File: src/rtl/apet_pkg.sv
// Shared constants and types of the acceleration peak and energy tracker.
`timescale 1ns / 1ps
package apet_pkg;

  // Raw axis width taken from each acceleration field (at most the field width of 16).
  localparam int ACCEL_BITS = 16;
  localparam int NUM_LANES  = 3;

  // Fixed-point widths
  localparam int SA_W   = 20;   // scaled acceleration
  localparam int VEL_W  = 48;   // velocity
  localparam int NUM_W  = 64;   // dividend of the velocity increment, padded to whole digits
  localparam int REM_W  = 14;   // remainder of the constant divide
  localparam int DIG_W  = 16;   // dividend digit handled per divide step
  localparam int Q_W    = 49;   // velocity increment
  localparam int MAG_W  = 20;   // acceleration magnitude

  localparam logic signed [23:0] SA_MAX = 24'sd524287;
  localparam logic signed [23:0] SA_MIN = -24'sd524288;
  localparam logic signed [49:0] VEL_MAX = 50'sd140737488355327;
  localparam logic signed [49:0] VEL_MIN = -50'sd140737488355328;

  // Increment = (|s * dt| * 512 + ROUND_K) / DIV_K
  localparam logic [14:0]      DIV_K     = 15'd15625;
  localparam logic [NUM_W-1:0] ROUND_K   = 64'd7812;
  // Digit quotient = ({rem, digit} * RECIP_K) >> RECIP_SH, exact below 2^30
  localparam logic [30:0]      RECIP_K   = 31'd1125899907;
  localparam int               RECIP_SH  = 44;
  // Two divide steps per digit (estimate, then shift), four digits
  localparam logic [3:0]       DIV_STEPS = 4'd8;

  // Configuration register indexes
  typedef enum logic {
    CFG_MASS   = 1'b0,
    CFG_MARGIN = 1'b1
  } cfg_index_t;

  // Commands from the merging stage to one lane
  typedef struct packed {
    logic start;
    logic clear;
  } lane_cmd_t;

  // What one lane reports to the merging stage
  typedef struct packed {
    logic        idle;
    logic        sq_ok;
    logic [39:0] a_sq;
    logic [63:0] c_sq;
  } lane_stat_t;

endpackage

File: src/rtl/apet_sqrt.sv
// Shared integer square root, two radicand bits per cycle.
`timescale 1ns / 1ps
module apet_sqrt (
  input  logic        clk,
  input  logic        rst,
  input  logic        start,
  input  logic [63:0] din,
  output logic        busy,
  output logic [31:0] root
);
  import apet_pkg::*;

  logic [63:0] x;
  logic [34:0] rem;
  logic [4:0]  cnt;
  logic [34:0] rem_sh;
  logic [34:0] trial;
  logic        ge;

  // One digit of the root
  always_comb begin
    rem_sh = {rem[32:0], x[63:62]};
    trial  = {1'b0, root, 2'b01};
    ge     = (rem_sh >= trial);
  end

  always_ff @(posedge clk) begin
    if (rst) begin
      busy <= 1'b0;
      cnt  <= '0;
    end else if (start) begin
      x    <= din;
      rem  <= '0;
      root <= '0;
      cnt  <= '0;
      busy <= 1'b1;
    end else if (busy) begin
      x    <= {x[61:0], 2'b00};
      rem  <= ge ? rem_sh - trial : rem_sh;
      root <= {root[30:0], ge};
      cnt  <= cnt + 5'd1;
      if (cnt == 5'd31) begin
        busy <= 1'b0;
      end
    end
  end

endmodule

File: config.mk
export PLATFORM = sky130hd
export DESIGN_NAME = apet_sqrt
export DESIGN_NICKNAME = d
export VERILOG_FILES = /design/src/rtl/apet_pkg.sv /design/src/rtl/apet_sqrt.sv
export SDC_FILE = /design/constraint.sdc
export NUM_CORES = 1
export LEC_CHECK = 0
export ABC_AREA = 1
export BUFFER_PORTS_ARGS = -buffer_cell sky130_fd_sc_hd__buf_2
export CORE_UTILIZATION = 30
export CTS_CLUSTER_DIAMETER = 80
export CTS_CLUSTER_SIZE = 20
export DETAILED_ROUTE_END_ITERATION = 6
export MAX_ROUTING_LAYER = met4
export SETUP_SLACK_MARGIN = 0.2
export SYNTH_ARGS = -nofsm -noshare
export SYNTH_HDL_FRONTEND = slang
export SYNTH_SLANG_ARGS = --single-unit
File: constraint.sdc
create_clock -name clk -period 7.6 [get_ports clk]
set_input_delay 0.76 -clock clk [delete_from_list [all_inputs] [get_ports clk]]
set_output_delay 0.76 -clock clk [all_outputs]
set_load 0.05 [all_outputs]
==> impl_results.md <==
- Outcome: complete, no violations
- Vias per inst: 4.37
- Hold path start: cnt[4]$_SDFFE_PP0P_
- Sequential area share after synthesis: 0.468
- Hold WC Path Type: flip-flop to flip-flop
- Worst Skew: approximately 0.011 ns
- Final WS setup: 4.32 ns
- Post-synthesis net count: around 1,200
- Rel. slew slack: 0.233
- Maximum vdd ir drop: 0.000125 V
- Setup Buffers After CTS: 0
- Required time of the critical path: 7.66 ns
- Clock Tree Root: clkbuf_16
- Filler cell count: 2,996
- Setup violations, final: 0
- Max clock buf depth: 2
- Chip height: 171 microns
- Synth-to-Final Area Change: 16.9%
- CP arrival: around 3.3 ns
- Most area-hungry cell type in the Yosys netlist: edfxtp_1
- First-pass GRT wire length: 33,600 microns
- Warnings from Yosys: 0
- Yosys reg bits: 135
- Max-cap viol count: 0
- Hold slack: 0.478 ns
- Final Critical Period: between 3 and 4 ns
- Hold Path Stages: 2
- FMAX: 305 MHz
- Design area: 9970 sq um
- Crit path kind: input port to flip-flop
- Initial antenna violation count: 0
- Largest family of logic cells by synthesized area: simple AND/OR/NAND/NOR gates
- Core ar.: around 28,000 sq um
- Vias in the first global route: 6,767
- Resize count post-CTS: 0
- Total CTS buffers: 17
- Post-synthesis mux area share: 0
- CTS tree: done
- Setup WS pre-CTS: 3.87 ns
- Clk_lat worst skew: between 0.4 and 0.5 ns
- Adder-cell share of the synthesized area: 0.0528
- Pleak: 4.98 nW
- Final slew viol count: 0
- DRT Pass-1 Iters: 6
- Setup crit start kind: input port
- Share of the synthesized area in the top cell type: 0.454
- Mapped cell area: 8530 sq um
- Synth Area per Inst: ~7.6 sq um
- Largest cells by area after synthesis: edfxtp_1 (45%), nand2_1 (20%), inv_1 (6.9%)
- Final nets: 1,316
- Die width: 171 microns
- Hold Path End: cnt[4]$_SDFFE_PP0P_
- Pin count of the biggest net entering global routing: 99
- Reg2reg end: rem[4]$_SDFFCE_PP0P_
- Compound-Gate Fraction of Synth Area: 0.0221
- Worst slew pin tran: about 1.1 ns
- Synth cell types: 38
- Unrepaired setup endpoints after global routing: no
- HPWL after DPL: 14,800 microns
- Fin crit share: 0.431
- Site Rows: 61
- Fin. Hold Viols: 0
- Placed Cells: 1,572
- H-tree depth: 4
- RR Startpoint: rem[22]$_SDFFCE_PP0P_
- CP Capture Type: flip-flop
- Wire per inst: around 13 microns
- GR Overflow Total: 0
- PD cells: between 200 and 250 nW/um^2
- Max FO, Critical Path: 98
- DP Area: 9390 sq um
- Synth Instances: 1,120
- Clock-pin slew on the worst setup and hold paths: roughly 0.070 ns
- Fin cells: roughly 1,600
- XOR/XNOR share of the synthesized area: 0.0154
- WL final: 20,400 microns
- Reg2reg setup slack: between 4 and 5 ns
- Post-Synth Simple-Gate Area: 0.350
- ANT cells: 0
- CTS Hold Bufs: 0
- Gpl congestion: 0.924
- Initial core utilization: 0.306
- Sinks on Clock Net: 135
- Ports: 100
- DRC Markers: 0
- Die area: 29,100 sq um
- Setup TNS: 0 ns
- Iter 0 DRT Violations: 356
- Worst Reg-to-Reg Cells: 12
- Global Route Usage Sum: 0.152
- Via count: about 7,000
- Antenna Nets Post-Route: 0
- IO Port Bufs: 99
- Layout cell share with drive strength beyond 1: 0.142
-- power by group --
part,total (mW),internal [mW],switching [mW],leakage [nW]
registers,0.910,0.888,0.0216,1.30
logic,0.549,0.176,0.372,3.39
clock network,0.826,0.440,0.386,0.284
-- synth_stat cells --
| cell | number |
|---|---|
| nand2_1 | 465 |
| nor3_4 | 1 |
| buf_4 | 1 |
| edfxtp_1 | 129 |
| and2_1 | 3 |
| nor2_8 | 1 |
| nand2_8 | 1 |
| nand3_2 | 2 |
| and3_1 | 1 |
| dfxtp_1 | 6 |
| o21bai_1 | 3 |
| a21oi_1 | 25 |
| o21a_1 | 1 |
| buf_12 | 1 |
| o21ai_0 | 4 |
| nor4_1 | 1 |
| buf_2 | 2 |
| inv_2 | 6 |
| nor2_4 | 2 |
| a31oi_1 | 1 |
| nand4_2 | 1 |
| clkbuf_1 | 19 |
| nand2_4 | 1 |
| nand4_1 | 6 |
| ha_1 | 36 |
| buf_6 | 4 |
| nand2_2 | 7 |
| buf_1 | 1 |
| nand3b_1 | 29 |
| nand3_1 | 32 |
| xor2_1 | 15 |
| or2_2 | 1 |
| inv_1 | 157 |
| nor2_1 | 129 |
| nor2_2 | 16 |
| a21boi_0 | 1 |
| inv_8 | 1 |
| nor3_1 | 8 |
-- kinds of logic (layout without fill, tap and decap cells) --
logic type / Yosys count / after routing
buf+inv: 192 / 298
fa+ha+maj: 36 / 36
compound gates: 35 / 35
flops: 135 / 135
simple gates: 707 / 707
xor+xnor: 15 / 15
-- critical path, stage by stage --
cell and delay (ns):
buf_4 0.41, inv_2 0.04, buf_4 0.42, a21oi_4 1.03
buf_12 0.49
-- how the worst max path moves through the flow --
stage	startpoint	end	slack, ns
6_report	start	rem[17]$_SDFFCE_PP0P_	4.32
5_1_grt	start	root[17]$_SDFFCE_PP0P_	4.08
4_1_cts	start	rem[18]$_SDFFCE_PP0P_	4.33
3_5_place_dp	start	root[24]$_SDFFCE_PP0P_	3.87
3_3_place_gp	start	rem[25]$_SDFFCE_PP0P_	3.95
2_1_floorplan	busy$_SDFF_PP0_	rem[0]$_SDFFCE_PP0P_	2.45
-- sequential cells by signal, indices dropped and copies added, names as in the netlist --
name and count:
x 64, rem 33, busy 1, root 32, cnt 5
-- metrics by stage --
step                      power, mW   util
after global placement         1.47  0.337
after detailed placement       1.48  0.337
after global routing           2.41  0.358
after floorplan                1.35      -
after CTS                      2.31  0.358
final                          2.28  0.358
-- placed cells by master, fill, tap and decap left out, types with 7 or more instances in the layout --
cell type,count
a21oi_1,24
buf_2,98
clkbuf_16,17
edfxtp_1,129
ha_1,36
inv_1,157
inv_8,7
nand2_1,465
nand2_2,7
nand3_1,32
nand3b_1,29
nor2_1,129
nor2_2,16
nor3_1,8
xor2_1,15
-- area by class of cell --
class	instances	area [sq um]	share of cell area
clock buffer	17	425	0.0426
clock inverter	15	155	0.0156
tap	378	473	0.0474
timing repair buffer	102	533	0.0534
multi-input combinational	793	3770	0.378
sequential	135	3990	0.400
inverter	164	623	0.0625
-- routing by layer --
metal | global-route usage | part of all wire | vias to the layer above
li1 | - | - | 3684
met1 | 0.206 | 0.50 | 3135
met2 | 0.232 | 0.44 | 172
met3 | 0.0294 | 0.048 | 17
met4 | 0.0388 | 0.012 | 0
met5 | - | 0 | -
Power figures use the tool's default switching activity.
